File: src/rtl/bbce_pkg.sv
// Shared types and constants for the byte-budget cache evictor.
// Used by the interfaces, controller, datapath and top level; depends on nothing.
`default_nettype none
package bbce_pkg;

  localparam int BYTES_W     = 40;
  localparam int OBJ_BYTES_W = 32;
  localparam int OBJ_ID_W    = 32;
  localparam int CMD_W       = 3;
  localparam int STATUS_W    = 3;
  localparam int COUNT_W     = 7;
  localparam int APB_DATA_W  = 64;
  localparam int APB_ADDR_W  = 4;

  typedef enum logic [CMD_W-1:0] {
    CMD_LOAD      = 3'd0,
    CMD_GET       = 3'd1,
    CMD_UNLOAD    = 3'd2,
    CMD_RELEASE   = 3'd3,
    CMD_PURGE_ALL = 3'd4,
    CMD_PURGE_ONE = 3'd5
  } cmd_t;

  typedef enum logic [STATUS_W-1:0] {
    ST_OK        = 3'd0,
    ST_PRESENT   = 3'd1,
    ST_NOT_FOUND = 3'd2,
    ST_HELD      = 3'd3,
    ST_INVALID   = 3'd4,
    ST_FULL      = 3'd5
  } status_t;

  typedef enum logic [2:0] {
    S_IDLE,
    S_SCAN,
    S_EXEC,
    S_WALK,
    S_DONE
  } state_t;

  typedef struct packed {
    logic in_ready;
    logic scan_en;
    logic exec_en;
    logic walk_en;
    logic done_en;
  } ctl_t;

  typedef struct packed {
    logic quick_done;
    logic scan_done;
    logic need_walk;
    logic walk_done;
    logic out_free;
  } dp_stat_t;

endpackage
`default_nettype wire

File: src/rtl/bbce_ram.sv
// Generic single-write, single-read RAM with registered read data.
// Standalone; no package dependency.
`default_nettype none
module bbce_ram #(
  parameter int WIDTH = 8,
  parameter int DEPTH = 64
) (
  input  wire logic                     clk,
  input  wire logic                     we,
  input  wire logic [$clog2(DEPTH)-1:0] waddr,
  input  wire logic [WIDTH-1:0]         wdata,
  input  wire logic [$clog2(DEPTH)-1:0] raddr,
  output logic      [WIDTH-1:0]         rdata
);
  logic [WIDTH-1:0] mem [DEPTH];

  always_ff @(posedge clk) begin
    if (we) begin
      mem[waddr] <= wdata;
    end
    rdata <= mem[raddr];
  end
endmodule
`default_nettype wire

File: src/rtl/bbce_dp.sv
// Datapath of the cache evictor: entry table in load order, counters, result register.
// Depends on bbce_pkg and bbce_ram.
`default_nettype none
module bbce_dp #(
  parameter int ENTRIES     = 64,
  parameter int ID_BITS     = 32,
  parameter int HOLDER_BITS = 8
) (
  input  wire logic                                clk,
  input  wire logic                                rst,
  input  wire bbce_pkg::ctl_t                      ctl,
  output bbce_pkg::dp_stat_t                       stat,
  input  wire logic [bbce_pkg::BYTES_W-1:0]        max_bytes,
  input  wire logic [bbce_pkg::OBJ_ID_W-1:0]       invalid_id,
  input  wire logic                                in_valid,
  input  wire logic [bbce_pkg::CMD_W-1:0]          in_cmd,
  input  wire logic [bbce_pkg::OBJ_ID_W-1:0]       in_object_id,
  input  wire logic [bbce_pkg::OBJ_BYTES_W-1:0]    in_object_bytes,
  output logic                                     out_valid,
  input  wire logic                                out_ready,
  output logic      [bbce_pkg::STATUS_W-1:0]       out_status,
  output logic                                     out_hit,
  output logic      [bbce_pkg::COUNT_W-1:0]        out_evicted_count,
  output logic      [bbce_pkg::BYTES_W-1:0]        out_used_bytes,
  output logic      [bbce_pkg::COUNT_W-1:0]        out_entry_count
);
  localparam int IW    = $clog2(ENTRIES);
  localparam int LW    = $clog2(ENTRIES + 1);
  localparam int BW    = bbce_pkg::BYTES_W;
  localparam int OBW   = bbce_pkg::OBJ_BYTES_W;
  localparam int ENT_W = ID_BITS + OBW + HOLDER_BITS;

  logic [bbce_pkg::CMD_W-1:0]    cmd_q;
  logic [ID_BITS-1:0]            key_q;
  logic [OBW-1:0]                bytes_q;
  logic [bbce_pkg::STATUS_W-1:0] status_q;
  logic                          hit_q;
  logic [LW-1:0]                 len;
  logic [BW-1:0]                 res;
  logic [LW-1:0]                 r;
  logic [LW-1:0]                 w;
  logic [LW-1:0]                 dropped;
  logic [IW-1:0]                 rd_idx;
  logic                          rd_vld;
  logic                          found;
  logic [IW-1:0]                 f_idx;
  logic [OBW-1:0]                ent_bytes;
  logic [HOLDER_BITS-1:0]        ent_hold;
  logic                          walking;
  logic                          mode_evict;
  logic [IW-1:0]                 last;

  logic                   accept;
  logic                   id_cmd;
  logic                   invalid_hit;
  logic                   ram_we;
  logic [IW-1:0]          ram_waddr;
  logic [ENT_W-1:0]       ram_wdata;
  logic [ENT_W-1:0]       rdata;
  logic [ID_BITS-1:0]     rd_id;
  logic [OBW-1:0]         rd_bytes;
  logic [HOLDER_BITS-1:0] rd_hold;
  logic                   match;
  logic                   scan_issue;
  logic                   walk_issue;
  logic [BW:0]            sum;
  logic [BW-1:0]          sum_sat;
  logic [BW:0]            ent_diff;
  logic [BW-1:0]          ent_sub;
  logic [BW:0]            rd_diff;
  logic [BW-1:0]          rd_sub;
  logic                   drop;
  logic                   need_walk;
  logic                   load_out;

  assign accept      = ctl.in_ready && in_valid;
  assign id_cmd      = (in_cmd <= bbce_pkg::CMD_RELEASE) || (in_cmd == bbce_pkg::CMD_PURGE_ONE);
  assign invalid_hit = id_cmd && (in_object_id == invalid_id);

  assign rd_id    = rdata[ENT_W-1 -: ID_BITS];
  assign rd_bytes = rdata[HOLDER_BITS +: OBW];
  assign rd_hold  = rdata[HOLDER_BITS-1:0];

  assign match      = ctl.scan_en && rd_vld && (rd_id == key_q);
  assign scan_issue = ctl.scan_en && (r < len) && !match;
  assign walk_issue = ctl.walk_en && (r < len);

  assign sum      = {1'b0, res} + (BW + 1)'(bytes_q);
  assign sum_sat  = sum[BW] ? {BW{1'b1}} : sum[BW-1:0];
  assign ent_diff = {1'b0, res} - (BW + 1)'(ent_bytes);
  assign ent_sub  = ent_diff[BW] ? '0 : ent_diff[BW-1:0];
  assign rd_diff  = {1'b0, res} - (BW + 1)'(rd_bytes);
  assign rd_sub   = rd_diff[BW] ? '0 : rd_diff[BW-1:0];

  assign drop = mode_evict ? (walking && (rd_idx != last) && (rd_hold == '0))
                           : (rd_idx == f_idx);

  assign load_out = ctl.done_en && stat.out_free;

  always_comb begin
    need_walk = 1'b0;
    if (ctl.exec_en && found) begin
      need_walk = (cmd_q == bbce_pkg::CMD_PURGE_ONE) ||
                  ((cmd_q == bbce_pkg::CMD_UNLOAD) && (ent_hold == '0));
    end else if (ctl.exec_en && (cmd_q == bbce_pkg::CMD_LOAD) && (len != LW'(ENTRIES))) begin
      need_walk = (sum_sat >= max_bytes);
    end
  end

  assign stat.quick_done = !id_cmd || invalid_hit;
  assign stat.scan_done  = ctl.scan_en && (match || ((r >= len) && !rd_vld));
  assign stat.need_walk  = need_walk;
  assign stat.walk_done  = ctl.walk_en && (r >= len) && !rd_vld;
  assign stat.out_free   = !out_valid || out_ready;

  always_comb begin
    ram_we    = 1'b0;
    ram_waddr = w[IW-1:0];
    ram_wdata = rdata;
    if (ctl.exec_en) begin
      unique case (cmd_q)
        bbce_pkg::CMD_LOAD: begin
          ram_we    = !found && (len != LW'(ENTRIES));
          ram_waddr = len[IW-1:0];
          ram_wdata = {key_q, bytes_q, {HOLDER_BITS{1'b0}}};
        end
        bbce_pkg::CMD_GET: begin
          ram_we    = found;
          ram_waddr = f_idx;
          ram_wdata = {key_q, ent_bytes,
                       (ent_hold == '1) ? ent_hold : ent_hold + 1'b1};
        end
        bbce_pkg::CMD_RELEASE: begin
          ram_we    = found && (ent_hold != '0);
          ram_waddr = f_idx;
          ram_wdata = {key_q, ent_bytes, ent_hold - 1'b1};
        end
        default: ram_we = 1'b0;
      endcase
    end else if (ctl.walk_en && rd_vld && !drop) begin
      ram_we = 1'b1;
    end
  end

  bbce_ram #(.WIDTH(ENT_W), .DEPTH(ENTRIES)) u_ram (
    .clk   (clk),
    .we    (ram_we),
    .waddr (ram_waddr),
    .wdata (ram_wdata),
    .raddr (r[IW-1:0]),
    .rdata (rdata)
  );

  always_ff @(posedge clk) begin
    if (rst) begin
      len       <= '0;
      res       <= '0;
      rd_vld    <= 1'b0;
      out_valid <= 1'b0;
    end else begin
      rd_vld <= scan_issue || walk_issue;
      if (accept && (in_cmd == bbce_pkg::CMD_PURGE_ALL)) begin
        len <= '0;
        res <= '0;
      end
      if (ctl.exec_en) begin
        if ((cmd_q == bbce_pkg::CMD_LOAD) && !found && (len != LW'(ENTRIES))) begin
          len <= len + 1'b1;
          res <= sum_sat;
        end else if (need_walk) begin
          res <= ent_sub;
        end
      end
      if (ctl.walk_en && rd_vld && drop && mode_evict) begin
        res <= rd_sub;
      end
      if (stat.walk_done) begin
        len <= w;
      end
      if (load_out) begin
        out_valid <= 1'b1;
      end else if (out_ready) begin
        out_valid <= 1'b0;
      end
    end
  end

  always_ff @(posedge clk) begin
    rd_idx <= r[IW-1:0];
    if (accept) begin
      cmd_q    <= in_cmd;
      key_q    <= ID_BITS'(in_object_id);
      bytes_q  <= in_object_bytes;
      status_q <= invalid_hit ? bbce_pkg::ST_INVALID : bbce_pkg::ST_OK;
      hit_q    <= 1'b0;
      found    <= 1'b0;
      dropped  <= '0;
      r        <= '0;
    end
    if (scan_issue || walk_issue) begin
      r <= r + 1'b1;
    end
    if (match) begin
      found     <= 1'b1;
      hit_q     <= 1'b1;
      f_idx     <= rd_idx;
      ent_bytes <= rd_bytes;
      ent_hold  <= rd_hold;
    end
    if (ctl.exec_en) begin
      unique case (cmd_q)
        bbce_pkg::CMD_LOAD: begin
          if (found) begin
            status_q <= bbce_pkg::ST_PRESENT;
          end else if (len == LW'(ENTRIES)) begin
            status_q <= bbce_pkg::ST_FULL;
          end else begin
            mode_evict <= 1'b1;
            walking    <= 1'b1;
            r          <= '0;
            w          <= '0;
            last       <= len[IW-1:0];
          end
        end
        bbce_pkg::CMD_UNLOAD: begin
          if (!found) begin
            status_q <= bbce_pkg::ST_NOT_FOUND;
          end else if (ent_hold != '0) begin
            status_q <= bbce_pkg::ST_HELD;
          end
        end
        bbce_pkg::CMD_GET, bbce_pkg::CMD_RELEASE, bbce_pkg::CMD_PURGE_ONE: begin
          if (!found) begin
            status_q <= bbce_pkg::ST_NOT_FOUND;
          end
        end
        default: status_q <= status_q;
      endcase
      if (found && (cmd_q != bbce_pkg::CMD_LOAD)) begin
        mode_evict <= 1'b0;
        r          <= LW'(f_idx);
        w          <= LW'(f_idx);
      end
    end
    if (ctl.walk_en && rd_vld) begin
      if (drop) begin
        if (mode_evict) begin
          dropped <= dropped + 1'b1;
          if (rd_sub < max_bytes) begin
            walking <= 1'b0;
          end
        end
      end else begin
        w <= w + 1'b1;
      end
    end
    if (load_out) begin
      out_status        <= status_q;
      out_hit           <= hit_q;
      out_evicted_count <= bbce_pkg::COUNT_W'(dropped);
      out_used_bytes    <= res;
      out_entry_count   <= bbce_pkg::COUNT_W'(len);
    end
  end
endmodule
`default_nettype wire

File: config.mk
export PLATFORM = sky130hd
export DESIGN_NAME = bbce_dp
export DESIGN_NICKNAME = d
export VERILOG_FILES = /design/src/rtl/bbce_pkg.sv /design/src/rtl/bbce_ram.sv /design/src/rtl/bbce_dp.sv
export SDC_FILE = /design/constraint.sdc
export NUM_CORES = 2
export LEC_CHECK = 0
export BUFFER_PORTS_ARGS = -buffer_cell sky130_fd_sc_hd__buf_4
export CAP_MARGIN = 20
export CORE_UTILIZATION = 45
export CTS_CLUSTER_DIAMETER = 150
export DETAILED_ROUTE_END_ITERATION = 8
export PLACE_DENSITY = 0.7
export REMOVE_ABC_BUFFERS = 1
export SYNTH_ARGS = -nofsm -noshare
export SYNTH_HDL_FRONTEND = slang
export SYNTH_MEMORY_MAX_BITS = 65536
export SYNTH_SLANG_ARGS = --single-unit
File: constraint.sdc
create_clock -name clk -period 6.8 [get_ports clk]
set_clock_uncertainty 0.15 [all_clocks]
set_input_delay 0.34 -clock clk [delete_from_list [all_inputs] [get_ports clk]]
set_output_delay 0.34 -clock clk [all_outputs]
set_load 0.005 [all_outputs]
Word-level counts from Yosys, hierarchy flattened
Memory sizes are Yosys's and may differ from the RTL's. A register that Yosys moved wholly into a read port is not among the register bits.
Cells that the tools add are included.
{ "op_classes": {"addsub": 9, "order_cmp": 5, "eq_ne": 16, "mux": 65, "bitwise_logic": 2, "n_reduce_logical": 51} }
{ "op_table": {"columns": ["operator", "n"], "rows": [
  ["40-bit two-way mux", 8],
  ["72-bit one-hot mux with 3 select lines", 1],
  ["7-bit two-way mux", 22],
  ["40-bit by 32-bit subtractor with 41-bit output", 2],
  ["72-bit two-way mux", 1],
  ["32-bit equality test", 2],
  ["40-bit by 32-bit adder with 41-bit output", 1],
  ["40-bit greater-or-equal comparator", 1],
  ["40-bit < comparator", 1],
  ["7-bit by 1-bit adder with 7-bit output, second input constant", 4],
  ["1-bit logical AND", 28],
  ["3-bit two-way mux", 8],
  ["1-bit two-way mux", 20],
  ["8-bit zero test", 2],
  ["6-bit one-hot mux with 2 select lines", 1],
  ["3-bit equality test, second input constant", 3],
  ["3-bit one-hot mux with 3 select lines", 1],
  ["8-bit by 1-bit adder with 8-bit output, second input constant", 1],
  ["8-bit equality test, second input constant", 1],
  ["8-bit two-way mux", 1],
  ["4-bit AND reduction", 2],
  ["8-bit nonzero test", 1],
  ["8-bit by 1-bit subtractor with 8-bit output, second input constant", 1],
  ["7-bit equality test, second input constant", 1],
  ["20 further kinds", 34]
]} }
{ "totals": {"reg_bits": 259, "ram_bits": 4608, "in_bits": 148, "output_inout_bits": 64, "wordCells": 173, "mem_count": 1} }
{ "memory_table": {"columns": ["name", "words", "width", "rd", "rd_ports_with_merged_regs", "write_ports", "line", "text"], "rows": [
  ["u_ram.mem", 64, 72, 1, 1, 1, "bbce_ram.sv:15", "logic [WIDTH-1:0] mem [DEPTH];"]
]} }

Depth between registers and ports, before layout
{ "depth": {"ltp_word": 11, "mapped_depth": 24, "mapped_depth_nobuf": 23} }

Cells and area by module
From an unflattened synthesis, not the netlist that was laid out.
{ "unflattened": {"hier_cells": 9621, "hier_area_um2": 195622.6} }
{ "modules_own_cells": {"columns": ["mod", "instances", "cells_each", "area_each_um2"], "rows": [
  ["bbce_ram", 1, 7305, 175214.3],
  ["bbce_dp", 1, 2316, 20408.3]
]} }

Least setup slack after synthesis
Ideal clock, no wire load.
{ "synth_path": {"path_kind": "register to register", "startpoint": "register last[1]", "endpoint": "memory u_ram.mem[59][0] in the netlist's numbering (enable)", "setup_time_ns": 0.503, "arrival_time_ns": 4.989, "setup_slack_ns": 1.158, "path_stages_with_launch": 9, "synth_period_minus_slack_ns": 5.642, "cell_sequence": "edfxtp_1 xor2_1 nor4_1 a31oi_1 a21oi_1 nand3_1 o32ai_1 nand3_1 nor2_1"} }
{ "synth_via": {"elab_chain_cells": 10} }
{ "synth_rtl": {"columns": ["element", "line", "text"], "rows": [
  ["start, declared", "bbce_dp.sv:51", "logic [IW-1:0] last;"],
  ["start signal, assigned", "bbce_dp.sv:222", "last <= len[IW-1:0];"],
  ["6-bit inequality test", "bbce_dp.sv:95", "assign drop = mode_evict ? (walking && (rd_idx != last) && (rd_hold == '0))"],
  ["1-bit logical AND (2 in series)", "bbce_dp.sv:95", null],
  ["1-bit two-way mux", "bbce_dp.sv:95", null],
  ["1-bit zero test", "bbce_dp.sv:140", "end else if (ctl.walk_en && rd_vld && !drop) begin"],
  ["1-bit logical AND", "bbce_dp.sv:140", null],
  ["1-bit two-way mux", "bbce_dp.sv:140", null],
  ["1-bit two-way mux", "bbce_dp.sv:120", "if (ctl.exec_en) begin"],
  ["1-bit two-way mux", "bbce_ram.sv:18", "if (we) begin"],
  ["1-bit two-way mux (implied by the code)", "bbce_ram.sv:19", "mem[waddr] <= wdata;"],
  ["end, declared", "bbce_ram.sv:15", null]
]} }
Every way passes these cells.

==> metrics.txt <==
RePlAce Congestion a little over 0.9; # fillers about 32,000; initial core utilization 45.3%; Final Hold Slack just over 50 ps; M1 GR Usage 35.6%; Worst-Skew Late Latency around 1100 ps; Setup TNS 0 ps; WHS Path Cells 2; Syn Std Cell Area 195,000 µm²; worst setup path category reg -> out; FP Rows around 240; number of detailed-route iterations in the first pass 6; Die H approximately 660 µm; DP HPWL 315,000 µm; IO Pins approximately 210; Starting DRT DRC Count roughly 15,000; utilization after layout a little over half; vias in the first global route 100,000; part of the cycle the worst path needs roughly 97%; Clk pin slew, worst setup/hold paths around 60 ps; final setup vio count 0; peak supply drop between 300 and 400 µV; Core Region ~430,000 µm²; gr ovfl total 0; Int Power roughly 0.062 W; Die ar. between 400,000 and 500,000 µm²; Slew @ Worst Pin roughly 1200 ps; Final nets roughly 10,000; Setup WS pre-CTS approximately 150 ps; Clk network pwr share approximately a third; startpoint types flip-flop; Pwr per Cell Area 382 nW/µm²; P_sw around 0.024 W; die width 661 µm; maximum clock rate about 150 MHz; most frequent cell after synthesis edfxtp_1; Slew Viols, Final 0; dpl cells between 10,000 and 15,000; number of distinct library cells after synthesis just over 90; sequential share of power between 40% and 50%; Synthesis Warnings 0; Post-synth ARST share 0%; Slew HR around 20%; Final Hold Viols 0; top_reg_cell synth edfxtp_1; CTS Buffer Depth 4; routed vias ~100k; met2 usage between 40% and 50%; Area growth syn-to-layout 15.0%; Post-Syn Area per Cell 22.2 µm²; initial antenna violation count 24; commonest cells in the netlist 4,789 x edfxtp_1, 1,512 x mux4_2, 324 x clkbuf_1, 190 x ha_1, 190 x nor2_1; area leader, netlist edfxtp_1; max cap viols 0; Cell Count, Final, Fillers Out ~16,000; sequential area share after synthesis about 75%; largest net degree at the start of global routing 118; CP Max Fanout 16; CTS sink cnt 4,939; port bufs roughly 210; GR peak layer met2; CTS tree done; Post-synth EDFFs roughly 4,800; Sw Ratio ~28%; GRT Total Usage 26.3%; status completed; RSZ-0062 raised after global routing false; Vias/cell about 6.5; layout cells sized above 1 between 20% and 30%; FF-to-FF path depth 25; Num CTS Buffers 478; Post-route DRC 0; Routed WL per cell around 37 µm; Post-Route WL between 500,000 and 600,000 µm; met3 Use GR under 10%; worst setup margin ~240 ps; Arr. time, crit path between 6000 and 7000 ps; post-synth top area share 73.6%; Routed Antenna Nets 0; Pleak 70.8 nW; htree depth 5; Synth Instances about 8,800; Worst Hold Class in -> reg; Synth Register Bits 4,939; Worst setup EP type output pin; top cells by area, synth edfxtp_1 74%, mux4_2 17%, dfxtp_1 1.5%; fin crit period between 6000 and 7000 ps; first-pass GRT wire length around 800,000 µm; Root Buffer clkbuf_16; Gate power share between 20% and 30%; Req. time, crit path between 6000 and 7000 ps
state kept, by name (all words and copies together), names as in the netlist, 7 cells and up:
signal,cells
res,40
bytes_q,32
dropped,7
out_entry_count,7
out_used_bytes,40
ent_bytes,32
out_evicted_count,7
u_ram.rdata,72
ent_hold,8
len,7
u_ram.mem,4608
key_q,32
w,7
r,7
cell families (layout without fill, tap and decap cells):
kind of cell / Yosys count / after routing / share of synthesized area (%)
flops: 4939 / 4939 / 75.1
mux: 1553 / 1553 / 17.7
simple gates: 733 / 733 / 1.83
compound gates: 646 / 646 / 2.27
buf+inv: 580 / 1704 / 1.13
fa+ha+maj: 193 / 193 / 1.25
xor+xnor: 160 / 160 / 0.717
other cells: 0 / 11 / 0
power groups by stage:
stage / combinational (W) / clock [W] / sequential, W
detailed placement: 0.0199 / 0 / 0.0390
global route: 0.0215 / 0.0284 / 0.0383
floorplan: 0.0121 / 0 / 0.0389
CTS: 0.0201 / 0.0272 / 0.0384
finish: 0.0204 / 0.0270 / 0.0383
global placement: 0.0194 / 0 / 0.0390
cell usage in the layout (no fill, tap or decap), drive strengths merged, types with 155 or more instances in the layout:
master,instances
nor2,191
clkinv,198
edfxtp,4789
buf,534
inv,164
a21oi,155
nand2,181
clkbuf,612
mux4,1512
ha,190
critical path, cell delays in order (launching register included):
cell and delay, ps:
edfxtp_1 400, ha_1 250, fa_1 450, a211oi_2 300
or3_1 240, a2111oi_4 120, nor3_1 210, buf_4 160
o22a_1 250, o221ai_2 160, nand2_1 160, buf_6 230
nand2_1 120, ha_1 310, a21oi_1 170, o21a_1 170
o211ai_1 190, a211o_1 350, a31oi_2 270, o211ai_1 140
buf_4 200, buf_4 170
stage by stage:
stage,instance area (µm²),power (W)
3_3_place_gp,207000,0.0584
2_1_floorplan,194000,0.0511
3_5_place_dp,207000,0.0590
5_1_grt,225000,0.0882
4_1_cts,224000,0.0857
6_report,225000,0.0858
per-layer routing:
layer	routed length, µm	up-vias	share of wire, %
li1	-	38900	-
met1	213000	54600	37
met2	278000	7189	48
met3	63300	1105	11
met4	26400	12	4.5
met5	77	-	0.013
layout make-up:
type	count	area, µm²	share of cell area (%)
sequential	4939	147000	65.4
antenna	11	27.5	0.0123
multi-input combinational	3285	47000	20.9
clock buffer	612	12800	5.72
inverter	144	544	0.242
clock inverter	288	3160	1.41
timing repair buffer	660	7040	3.13
tap	5710	7140	3.18
worst paths after layout:
| kind | from | end | slack (ps) |
|---|---|---|---|
| max | bytes_q[0] | stat[2] | 240 |
| min | in_object_bytes[16] | bytes_q[16] | 50 |
| max reg2reg | bytes_q[0] | res[16] | 670 |
| min reg2reg | u_ram.rdata[13] | ent_bytes[5] | 280 |
repair_timing:
action | CTS | global route
pin swaps | 1 | 2
resized for setup | 3 | 8
endpoints found under the hold margin | 128 | 0
hold buffers | 126 | 0
endpoints found under the setup margin | 1 | 1
gates cloned | 0 | 0
setup buffers | 0 | 3
Power figures use the tool's default switching activity.
