<file path="config.mk">
export PLATFORM = sky130hd
export DESIGN_NAME = bbce_ctrl
export DESIGN_NICKNAME = d
export VERILOG_FILES = /design/src/rtl/bbce_pkg.sv /design/src/rtl/bbce_ctrl.sv
export SDC_FILE = /design/constraint.sdc
export NUM_CORES = 1
export LEC_CHECK = 0
export ABC_AREA = 1
export BUFFER_PORTS_ARGS = -buffer_cell sky130_fd_sc_hd__buf_2
export CORE_AREA = 4 4 41 43
export DETAILED_ROUTE_END_ITERATION = 7
export DIE_AREA = 0 0 45 47
export PLACE_DENSITY = 0.4
export SLEW_MARGIN = 25
export SYNTH_ARGS = -nofsm -noshare
export SYNTH_HDL_FRONTEND = slang
export SYNTH_SLANG_ARGS = --single-unit
</file>
<file path="constraint.sdc">
create_clock -name clk -period 1.2 [get_ports clk]
set_clock_uncertainty 0.05 [all_clocks]
set_input_delay 0 -clock clk [delete_from_list [all_inputs] [get_ports clk]]
set_output_delay 0 -clock clk [all_outputs]
set_load 0.05 [all_outputs]
</file>
<file path="src/rtl/bbce_pkg.sv">
// Shared types and constants for the byte-budget cache evictor.
// Used by the interfaces, controller, datapath and top level; depends on nothing.
`default_nettype none
package bbce_pkg;

  localparam int BYTES_W     = 40;
  localparam int OBJ_BYTES_W = 32;
  localparam int OBJ_ID_W    = 32;
  localparam int CMD_W       = 3;
  localparam int STATUS_W    = 3;
  localparam int COUNT_W     = 7;
  localparam int APB_DATA_W  = 64;
  localparam int APB_ADDR_W  = 4;

  typedef enum logic [CMD_W-1:0] {
    CMD_LOAD      = 3'd0,
    CMD_GET       = 3'd1,
    CMD_UNLOAD    = 3'd2,
    CMD_RELEASE   = 3'd3,
    CMD_PURGE_ALL = 3'd4,
    CMD_PURGE_ONE = 3'd5
  } cmd_t;

  typedef enum logic [STATUS_W-1:0] {
    ST_OK        = 3'd0,
    ST_PRESENT   = 3'd1,
    ST_NOT_FOUND = 3'd2,
    ST_HELD      = 3'd3,
    ST_INVALID   = 3'd4,
    ST_FULL      = 3'd5
  } status_t;

  typedef enum logic [2:0] {
    S_IDLE,
    S_SCAN,
    S_EXEC,
    S_WALK,
    S_DONE
  } state_t;

  typedef struct packed {
    logic in_ready;
    logic scan_en;
    logic exec_en;
    logic walk_en;
    logic done_en;
  } ctl_t;

  typedef struct packed {
    logic quick_done;
    logic scan_done;
    logic need_walk;
    logic walk_done;
    logic out_free;
  } dp_stat_t;

endpackage
`default_nettype wire

</file>
<file path="src/rtl/bbce_ctrl.sv">
// Sequencing state machine of the cache evictor.
// Depends on bbce_pkg for the state, control and datapath-status types.
`default_nettype none
module bbce_ctrl (
  input  wire logic               clk,
  input  wire logic               rst,
  input  wire logic               in_valid,
  input  wire bbce_pkg::dp_stat_t stat,
  output bbce_pkg::ctl_t          ctl
);
  bbce_pkg::state_t state, state_next;

  always_ff @(posedge clk) begin
    if (rst) begin
      state <= bbce_pkg::S_IDLE;
    end else begin
      state <= state_next;
    end
  end

  always_comb begin
    state_next = state;
    unique case (state)
      bbce_pkg::S_IDLE: begin
        if (in_valid) begin
          state_next = stat.quick_done ? bbce_pkg::S_DONE : bbce_pkg::S_SCAN;
        end
      end
      bbce_pkg::S_SCAN: begin
        if (stat.scan_done) begin
          state_next = bbce_pkg::S_EXEC;
        end
      end
      bbce_pkg::S_EXEC: begin
        state_next = stat.need_walk ? bbce_pkg::S_WALK : bbce_pkg::S_DONE;
      end
      bbce_pkg::S_WALK: begin
        if (stat.walk_done) begin
          state_next = bbce_pkg::S_DONE;
        end
      end
      bbce_pkg::S_DONE: begin
        if (stat.out_free) begin
          state_next = bbce_pkg::S_IDLE;
        end
      end
      default: state_next = bbce_pkg::S_IDLE;
    endcase
  end

  always_comb begin
    ctl = '0;
    unique case (state)
      bbce_pkg::S_IDLE: ctl.in_ready = 1'b1;
      bbce_pkg::S_SCAN: ctl.scan_en  = 1'b1;
      bbce_pkg::S_EXEC: ctl.exec_en  = 1'b1;
      bbce_pkg::S_WALK: ctl.walk_en  = 1'b1;
      bbce_pkg::S_DONE: ctl.done_en  = 1'b1;
      default: ctl = '0;
    endcase
  end
endmodule
`default_nettype wire

</file>
-- Word level (Yosys, flattened, before mapping)
Index checks and enable logic that the tools add are counted.
- equal/unequal tests: 8
- multiplexer cells: 12
- reductions and logical operators: 2
- operators by type and width (kind ; number):
    $mux W3 ; 6
    $pmux W3 S5 ; 1
    $ne A2 B2 Y1 const B ; 4
    $eq A3 B2 Y1 const B ; 2
    $mux W1 ; 5
    $reduce_and A4 Y1 ; 1
    $eq A3 B1 Y1 const B ; 1
    $eq A3 B3 Y1 const B ; 1
    $logic_not A3 Y1 ; 1
- register bits after elaboration: 3
- input port bits: 8
- word-level logic and storage cells: 23

-- Longest topological paths before layout
Gate-level depths: netlist of run 1.
- depth in word-level cells: 3
- gate-level depth with buffers: 8
- depth with buffers taken out: 8

-- Worst setup path before layout of run 1
Ideal clock, no wire load.
- path kind: register to register
- start: register state[0]
- end: register state[1]
- library setup time: 64 ps
- arrival time: 1858 ps
- path slack: -772 ps
- cell stages (with the launch flop): 7
- clock period less this slack: 1972 ps
- cells stage by stage: dfxtp_1 inv_2 nor3_1 nor2_1 nand2_1 nand2_1 nor2_1
- word-level cells in the longest chain between the ends: 3
- ends and longest elaborated chain (item ; RTL line ; source):
    start, declared ; bbce_ctrl.sv:11 ; bbce_pkg::state_t state, state_next;
    start signal, assigned ; bbce_ctrl.sv:15 ; state <= bbce_pkg::S_IDLE;
    start signal, assigned ; bbce_ctrl.sv:17 ; state <= state_next;
    $eq A3 B1 Y1, or another cell as far along ; bbce_ctrl.sv:23 ; unique case (state)
    $ne A2 B2 Y1 (no source line) ; -- ;
    $reduce_and A4 Y1 (no source line) ; -- ;
Several ways; a longest one is shown, not always the timed one.
A chain may end at the register's enable or synchronous reset.

==> impl_summary.md, run 1 <==
Status
The run finished with clean final reports.

Critical path
The reg2reg setup slack is 110 ps. Data on the critical path arrives at its endpoint at 1080 ps. Traced cell by cell, the critical path runs through nor2_2 -> nand2_1 -> clkinvlp_4 -> buf_6. The endpoint class of the critical path is an output port.

The worst setup path is launched from a flip-flop. The cell with the largest stage delay on the worst path is sky130_fd_sc_hd__dfxtp_4. The critical path is of the flip-flop to output port type. The largest single stage delay on the critical path is 360 ps. The biggest fanout along the worst timing path is 6. The depth of the worst register-to-register path is 7.

Data on the critical path is required at its endpoint by 1150 ps.

Global route
Entering global routing, the biggest net connects 8 pins. The number of antenna violations at the first check in global routing is 0. The number of global-route vias before repair is 271. The first global-routing pass estimated 1080 µm of wire. The global routing usage summed across all routing layers is 7.66%.

The remaining global-route overflow is 0.

Cells and area
Cells with a size suffix above 1 make up 44.4% of the layout. The largest register by flop count is state. The fill cell total of the finished layout is 161. The register with the most flip-flops in the layout has 3 of them. The repair_antennas step left the layout with diodes totalling 0.

In the layout the commonest cells are sky130_fd_sc_hd__nand2_1 (12), sky130_fd_sc_hd__inv_1 (10), sky130_fd_sc_hd__buf_2 (7). The area overhead of the layout relative to synthesis is 64.5%. In the final layout, the registers with the most flip-flops are state (3). Summing all multi-input logic gate instances after layout gives 163 µm². The area occupied by registers is 68.8 µm².

The most frequent standard cell in the layout excluding fill and tap cells is sky130_fd_sc_hd__nand2_1. In the final design database the tool counted 72 nets.

Detailed routing
The number of DRC violations after detailed routing is 0. The violation count after the first detailed-routing iteration is 7. The first detailed-routing pass took 4 iterations. The routed via count divided by cell count is 3.83.

Once detail routing completed, the nets flagged for antenna violations numbered 0. The total wire length after detailed routing is 642 µm. The routed via count is 299.

The detail-routed net length per standard cell is 8.23 µm.

Yosys
In this run, synthesis produced a sequential element count of 3. The synthesized netlist devotes 0% of its cell area to adder and majority cells. The Yosys step of the flow raised 0 warnings. In the post-synthesis netlist, the biggest area contributors are sky130_fd_sc_hd__dfxtp_1 (24%), sky130_fd_sc_hd__nand2_1 (18%), sky130_fd_sc_hd__inv_1 (17%).

The share of the synthesized area in the top cell type is 24.0%. The xor/xnor share of the synthesized area is 0%. The dominant combinational cell family by area after synthesis is simple AND/OR/NAND/NOR gates. The distinct cell type count after synthesis is 12. The average cell area after synthesis is 5.44 µm². The share of the Yosys chip area taken by registers is 24.0%.

The summed instance area of the synthesized netlist is 250 µm². The simple-gate share of the synthesized area is 52.0%. After synthesis, the share of cell area in mux cells is 0%.

The number of cells produced by synthesis is 46. The synthesized-area fraction occupied by ao, oa, aoi and oai cells is 6.00%. The leading area contributor after synthesis is sky130_fd_sc_hd__dfxtp_1. The number of nets in the synthesized netlist is 54.

Pwr
The total power divided by cell area is 3110 nW/µm². The maximum ir drop on the vdd rail is 1.16 mV. The leakage dissipation is 0.229 nW.

Timing
The final number of hold-violating endpoints is 0. Setup violations remaining at the end of the flow were counted as 0. After layout, the worst path uses 94.0% of the clock period. The slew at the pin closest to its max-slew limit is 179 ps. The worst-case headroom to the max-slew limit is 88.0%. The post-layout minimum cycle time is 1130 ps. On the final layout, the worst hold slack is 15.8 ps.

The total count of max-transition violations in the final report is 0. Setup repair after global routing left no endpoint under its margin. Across all setup checks in the final design, the least slack found is 72.1 ps. The highest achievable clock rate is 887 MHz.

Floorplan
The top-level port count is 13. The initial utilization of the core area, before any placement, comes to 19.2%. From left edge to right edge, the die measures 45 µm.

The area of the core region is 1300 µm². The total die area is 2120 µm². The height of the chip is 47 µm. The row count is 13.

Placed design
The routability-driven placement congestion ratio is 0.674. During placement, the flow inserted port buffers numbering 12. Detailed placement finished with a half-perimeter wire length of 529 µm. At the placement stage, the worst setup path has a slack of 58.2 ps.

Clock network
The post-CTS clock slew at the launch and capture registers of the worst setup and hold paths is 40 ps. The clock tree from TritonCTS is done. TritonCTS created 3 clock buffers.

The number of H-tree levels is 1. The insertion delay to the later sink of the worst-skew pair is 240 ps. The cell at the root of the clock tree is sky130_fd_sc_hd__clkbuf_4. Counting along the longest clock path gives a buffer depth of 2. The clock sink total is 3.

Worst hold path
The number of cells on the worst hold path is 4. The classification of the worst-slack hold path is primary input to flip-flop.

Job
The max capacitance violation total is 0.
per-stage QoR:
stage / util, % / power, mW / TNS, ps / instance area, µm² / std cells
finish: 31.6 / 1.28 / 0 / 412 / 78
global route: 31.6 / 1.39 / 0 / 412 / 78
CTS: 30.4 / 1.24 / 0 / 395 / 78
detailed placement: 27.0 / 1.01 / 0 / 352 / 73
global placement: 27.0 / 1.02 / 0 / 352 / 73
floorplan: - / 0.863 / -399 / 273 / 46
worst max-delay path: cells and delay by family (launching register included):
kind	cells	cell delay, ps
buffers and inverters	2	240
and+or+nand+nor	2	240
DFF	1	360
path summary, 6_finish.rpt:
path,start,end
worst min-delay path,stat[4],state[0]
worst max-delay path,state[2],ctl[4]
worst max register to register,state[2],state[2]
worst min register to register,state[1],state[1]
Yosys cell counts, drive strengths merged:
master and count:
nand2 14, inv 12, nor2 8, nand3 4, dfxtp 3, a21oi 2, nor3 2, o21ai 1
layout make-up:
| cell class | count | area share [%] |
|---|---|---|
| clock buffers | 4 | 6.38 |
| inverters | 12 | 11.9 |
| multi-input cells | 31 | 39.5 |
| flip-flops and latches | 3 | 16.7 |
| well taps | 15 | 4.56 |
| repair buffers | 13 | 21.0 |
cells by family after synthesis:
group,Yosys count
simple gates,28
buf+inv,12
flops,3
compound gates,3
report_power, final:
part           internal [mW]  switching, mW  total (mW)
sequential             0.165         0.0880       0.253
clock                  0.125         0.0577       0.183
combinational          0.282          0.563       0.845
repair_timing:
action / 4_1_cts / 5_1_grt
gates resized for setup: 3 / 8
endpoints found under the setup margin: 2 / 8
buffers inserted: 0 / 0
hold endpoints to repair: 3 / 0
hold buffers: 1 / 0
metal layers:
layer	GRT usage (%)	wire length, µm	vias to the layer above
li1	-	-	168
met1	8.39	285	117
met2	11.0	272	10
met3	2.30	55	4
met4	8.77	28	0
met5	0	0	-
(Power assumes the default switching activity.)
==> run 2: changes to the inputs <==
clock period = 1.3 ns   (was 1.2 ns; I/O delays follow)
==> impl_summary.md, run 2 (synthesis results as in run 1) <==
Status
The flow ran to the end, and the final reports show no timing, DRC or antenna violations.

Pwr
The share of power burned in the clock network was 14.6% (+0.3 points). The final total power is 1.10 mW (-14%). The leakage dissipation is 0.227 nW (-0.93%). The logic gate share of total power is 65.7% (-0.3 points).

The sequential share of power was 19.7% (about the same). The total power divided by cell area came to 2810 nW/µm² (-9.7%). The fraction of power spent switching nets is 57.0% (+1.6 points).

The net switching power is 629 µW (-11%). The cell-internal power is 475 µW (-17%). The maximum ir drop on the vdd rail is 1.01 mV (-13%).

Worst hold path
The worst hold endpoint is state[2]. The startpoint identified for the worst hold timing path is stat[0]. The tightest min-delay check is of the primary input to flip-flop type.

The number of cells on the worst hold path is 4 (unchanged).

Placed design
The number of cells after detailed placement is 73 (unchanged). The routability-driven placement congestion ratio is 0.672 (-0.30%). The number of buffers inserted by port buffering is 12 (unchanged).

The worst setup slack after placement came to 201 ps (+142 ps). The HPWL reported at the end of detailed placement is 502 µm (-5.1%).

Global route
The wire length of the first global-routing pass is 1050 µm (-2.6%). The remaining global-route overflow is 0 (unchanged). The global routing usage summed across all routing layers is 6.87% (-0.79 points).

The maximum number of pins on one net before global-route repair came to 8 (unchanged). The number of antenna violations at the first check in global routing is 0 (unchanged). The number of global-route vias before repair is 271 (unchanged).

Timing
The highest achievable clock rate is 834 MHz. The final number of setup-violating endpoints is 0 (unchanged). The final number of hold-violating endpoints is 0 (unchanged). The final-layout worst hold slack is 36.0 ps (+20.1 ps). The final cycle utilization of the critical path is 92.2%. The post-layout minimum cycle time is 1200 ps. The sum of negative setup slack is 0 ps (unchanged).

The worst-case headroom to the max-slew limit is 83.5% (-4.5 points). Setup repair after global routing left no endpoint under its margin. The slew at the pin closest to its max-slew limit is 249 ps (+70.4 ps). The setup slack after layout is 101 ps (+29.0 ps). The total count of max-transition violations in the final report is 0 (unchanged).

Critical path
The worst setup path is of the flip-flop to output port kind. The arrival time at the worst endpoint was 1150 ps (+70 ps). The reg2reg setup slack is 210 ps (+100 ps). The depth of the worst register-to-register path is 7 (unchanged). The element type at the critical path start is a flip-flop. The biggest fanout along the worst timing path was 6 (unchanged). The startpoint of the worst-slack reg-to-reg timing path is state[1]. The data required time at the worst endpoint came to 1250 ps (+100 ps).

The capture instance of the worst register-to-register path is state[1]. The endpoint class of the critical path is an output port.

Clock network
The insertion delay to the later sink of the worst-skew pair is 230 ps (about the same). The post-CTS clock slew at the launch and capture registers of the worst setup and hold paths is 40 ps (about the same). The clock sink total was 3 (unchanged).

The number of H-tree levels is 1 (unchanged). The number of setup buffers added after CTS came to 0 (unchanged). The number of buffers inserted during clock tree synthesis came to 3 (unchanged). The cell at the root of the clock tree is sky130_fd_sc_hd__clkbuf_4. The deepest clock path buffer count is 2 (unchanged). TritonCTS built the clock tree.

Cells and area
The library cell used most frequently in the layout, excluding fill and tap cells, is sky130_fd_sc_hd__nand2_1. The area overhead of the layout relative to synthesis is 57.0%. The largest register by flop count is state. The count of nets after finishing is 72 (unchanged). Leaving out fill and tap cells, the most frequent cells in the layout are sky130_fd_sc_hd__nand2_1 (12), sky130_fd_sc_hd__inv_1 (10), sky130_fd_sc_hd__buf_2 (10). The final antenna diode count is 0 (unchanged). In the final layout, the registers with the most flip-flops are state (3). The ratio of cells with drive above 1 in the final layout is 42.9% (-1.6 points). The non-filler instance count after layout is 78 (unchanged).

The flip-flop count of the largest register after layout is 3 (unchanged).

Detailed routing
The violation count after the first detailed-routing iteration was 2 (-5). The total wire length after detailed routing came to 580 µm (-9.7%). The routed via count is 295 (-1.3%). The count of TritonRoute iterations in the first routing pass was 2 (-2). The number of routed nets with antenna violations was 0 (unchanged).

The detail-routed net length per standard cell was 7.44 µm (-9.7%). The number of DRC violations after detailed routing is 0 (unchanged). The routed via count divided by cell count is 3.78 (-1.3%).

Floorplan
The total die area is 2120 µm² (unchanged). The area of the core region was 1300 µm² (unchanged). The row count is 13 (unchanged). The top-level port count came to 13 (unchanged). The initial core utilization was 19.2% (unchanged). The width of the die is 45 µm (unchanged).

The height of the chip is 47 µm (unchanged).

Job
The max capacitance violation total is 0 (unchanged).
## run 2: cell type report
type                    instances  area (µm²)
clock buffers                   4        26.3
multi-input cells              31         160
repair buffers                 13        75.1
inverters                      12        48.8
flip-flops and latches          3        63.8
well taps                      15        18.8
fillers                       165         908
## run 2: metrics by stage
step / cell area [µm²] / util (%)
2_1_floorplan: 273 / -
3_3_place_gp: 352 / 27.0
3_5_place_dp: 352 / 27.0
4_1_cts: 388 / 29.8
5_1_grt: 393 / 30.2
6_report: 393 / 30.2
## run 2: worst max path at each step
stage / start / endpoint / slack, ps / cells after the start
after global placement: state[1] / state[1] / 170 / 7
after floorplan: state[2] / state[1] / -170 / 5
final: state[2] / ctl[4] / 100 / 4
after detailed placement: state[1] / state[1] / 200 / 7
after global routing: state[1] / ctl[4] / 10 / 4
after CTS: state[2] / ctl[4] / 60 / 4
## run 2: power by group through the flow
stage	Sequential (mW)	Clock [mW]	Combinational [mW]
4_1_cts	0.219	0.171	0.717
6_report	0.217	0.162	0.725
2_1_floorplan	0.205	0	0.591
3_5_place_dp	0.220	0	0.714
3_3_place_gp	0.221	0	0.722
5_1_grt	0.232	0.186	0.801
## run 2: metal layers
| layer | share of wire, % | up-vias | global-route usage [%] |
|---|---|---|---|
| li1 | - | 169 | - |
| met1 | 47 | 121 | 8.62 |
| met2 | 47 | 5 | 10.5 |
| met3 | 6.2 | 0 | 2.30 |
| met4 | 0 | 0 | 3.51 |
| met5 | 0 | - | 0 |
## run 2: what timing repair did
action                                 4_1_cts  5_1_grt
resized for setup                            0        2
endpoints found under the hold margin        3        0
hold buffers                                 1        0
setup endpoints to repair                    0        2
## run 2: worst max-delay path, cell delays in order (launching register included)
cell and delay, ps:
sky130_fd_sc_hd__dfxtp_2 350, sky130_fd_sc_hd__nor2_1 150, sky130_fd_sc_hd__nand2_1 120, sky130_fd_sc_hd__clkinvlp_4 80, sky130_fd_sc_hd__clkbuf_4 220
==> run 3: changes to the inputs <==
GPL_TIMING_DRIVEN = 0   (was default)
==> impl_summary.md, run 3 (synthesis results as in run 1) <==
Status
The run finished with clean final reports.

Global route
The wire length of the first global-routing pass is 1050 µm (unchanged). The number of antenna violations at the first check in global routing was 0 (unchanged). The maximum number of pins on one net before global-route repair is 8 (unchanged). The number of global-route vias before repair is 278 (+2.6%).

The remaining global-route overflow is 0 (unchanged). The global routing usage summed across all routing layers is 6.79% (-0.079 points).

Timing
The final cycle utilization of the critical path was 92.5% (+0.26 points). The setup slack after layout came to 97.8 ps (-3.41 ps). The post-layout minimum cycle time came to 1200 ps (+3.41 ps). The worst-case headroom to the max-slew limit is 83.5% (about the same). Setup repair after global routing left no endpoint under its margin. The final number of hold-violating endpoints is 0 (unchanged). The final number of setup-violating endpoints is 0 (unchanged). The final-layout worst hold slack is 39.1 ps (+3.14 ps). The slew at the pin closest to its max-slew limit was 250 ps (+0.677 ps). The highest achievable clock rate is 832 MHz (-0.28%). The total count of max-transition violations in the final report is 0 (unchanged).

Placed design
The number of buffers inserted by port buffering is 12 (unchanged). The worst setup slack after placement is 194 ps (-6.38 ps). The HPWL reported at the end of detailed placement came to 495 µm (-1.5%). The routability-driven placement congestion ratio is 0.675 (+0.36%). The total cell area at the placement stage is 352 µm² (unchanged).

Clock network
TritonCTS built the clock tree. The number of H-tree levels is 1 (unchanged). The deepest clock path buffer count was 2 (unchanged). The insertion delay to the later sink of the worst-skew pair is 230 ps (about the same). The post-CTS clock slew at the launch and capture registers of the worst setup and hold paths came to 30 ps (about the same). The number of buffers inserted during clock tree synthesis came to 3 (unchanged). The root buffer cell chosen for the clock tree is sky130_fd_sc_hd__clkbuf_4. The clock sink total is 3 (unchanged).

Detailed routing
The total wire length after detailed routing was 615 µm (+6.0%). The routed via count is 303 (+2.7%). The violation count after the first detailed-routing iteration is 3 (+1).

The number of routed nets with antenna violations is 0 (unchanged). The number of DRC violations after detailed routing is 0 (unchanged). The count of TritonRoute iterations in the first routing pass is 4 (+2).

The routed via count divided by cell count is 3.88 (+2.7%). The detail-routed net length per standard cell is 7.88 µm (+6.0%).

Pwr
The maximum ir drop on the vdd rail is 1.01 mV (-0.38%). The total power divided by cell area is 2830 nW/µm² (+0.68%). The leakage dissipation is 0.228 nW (+0.17%).

Floorplan
The width of the die was 45 µm (unchanged). The total die area is 2120 µm² (unchanged). The row count is 13 (unchanged). The height of the chip is 47 µm (unchanged). The area of the core region is 1300 µm² (unchanged). The top-level port count is 13 (unchanged). The initial core utilization is 19.2% (unchanged).

Cells and area
The final design area excluding fillers is 390 µm² (-0.64%). The final antenna diode count is 0 (unchanged). The count of nets after finishing is 72 (unchanged). The area overhead of the layout relative to synthesis is 56.0%. In the layout the commonest cells are sky130_fd_sc_hd__nand2_1 (12), sky130_fd_sc_hd__buf_2 (11), sky130_fd_sc_hd__inv_1 (10).

The fill cell total of the finished layout is 166 (+0.61%). The most frequent standard cell in the layout excluding fill and tap cells is sky130_fd_sc_hd__nand2_1. The largest registers in the layout are state (3).

The ratio of cells with drive above 1 in the final layout is 42.9% (unchanged). The flip-flop count of the largest register after layout is 3 (unchanged). The largest register by flop count is state.

Worst hold path
The classification of the worst-slack hold path is primary input to flip-flop.

Critical path
The cell with the largest stage delay on the worst path is sky130_fd_sc_hd__dfxtp_2. The largest stage delay on the critical path is 360 ps (about the same). The data required time at the worst endpoint is 1250 ps (about the same). The buffer and inverter count on the worst path is 2 (unchanged). The arrival time at the worst endpoint is 1150 ps (about the same).

The biggest fanout along the worst timing path is 6 (unchanged). The setup path with the least slack is of type flip-flop to output port. Traced cell by cell, the critical path runs through nor2_1 -> nand2_1 -> clkinvlp_4 -> clkbuf_4. The worst setup path is launched from a flip-flop. On the critical path the largest part of the delay comes from flip-flops.

The endpoint class of the critical path is an output port.

Job
The max capacitance violation total is 0 (unchanged).
[run 3: metal layers]
| layer | wire length [µm] | GRT usage [%] | vias to the layer above |
|---|---|---|---|
| li1 | - | - | 168 |
| met1 | 269 | 7.03 | 128 |
| met2 | 304 | 12.7 | 7 |
| met3 | 41 | 3.83 | 0 |
| met4 | 0 | 0 | 0 |
| met5 | 0 | 0 | - |
[run 3: worst paths after layout]
kind                            startpoint  slack [ps]  endpoint  cells after the start
worst min-delay path               stat[0]          40  state[2]                      4
worst max-delay path              state[2]         100    ctl[4]                      4
worst max register to register    state[2]         180  state[0]                      5
worst min register to register    state[1]         490  state[1]                      2
[run 3: timing repair]
action,4_1_cts,5_1_grt
hold buffers,1,0
hold endpoints to repair,3,0
setup endpoints to repair,0,1
setup buffers,0,0
gates resized for setup,0,1
[run 3: area by class of cell]
type	instances	area, µm²	area share [%]
Clock buffer	4	26.3	6.73
Inverter	12	48.8	12.5
Timing Repair Buffer	13	72.6	18.6
Multi-Input combinational cell	31	160	41.0
Tap cell	15	18.8	4.81
Sequential cell	3	63.8	16.3
[run 3: through the flow]
| step | utilization [%] | instances | TNS, ps | power (mW) |
|---|---|---|---|---|
| after floorplan | - | 46 | -167 | 0.796 |
| after global placement | 27.0 | 73 | 0 | 0.943 |
| after detailed placement | 27.0 | 73 | 0 | 0.933 |
| after CTS | 29.8 | 78 | 0 | 1.11 |
| after global routing | 30.0 | 78 | 0 | 1.20 |
| final | 30.0 | 78 | 0 | 1.10 |
[run 3: worst min-delay path, cell delays in order]
cell                      delay (ps)
sky130_fd_sc_hd__buf_2            70
sky130_fd_sc_hd__inv_1            30
sky130_fd_sc_hd__nand3_1         100
sky130_fd_sc_hd__a21oi_1          70
[run 3: where the power goes]
| group | internal [mW] | switching (mW) | leakage (nW) |
|---|---|---|---|
| registers | 0.142 | 0.0787 | 0.0258 |
| logic | 0.211 | 0.511 | 0.187 |
| clock network | 0.115 | 0.0465 | 0.0150 |
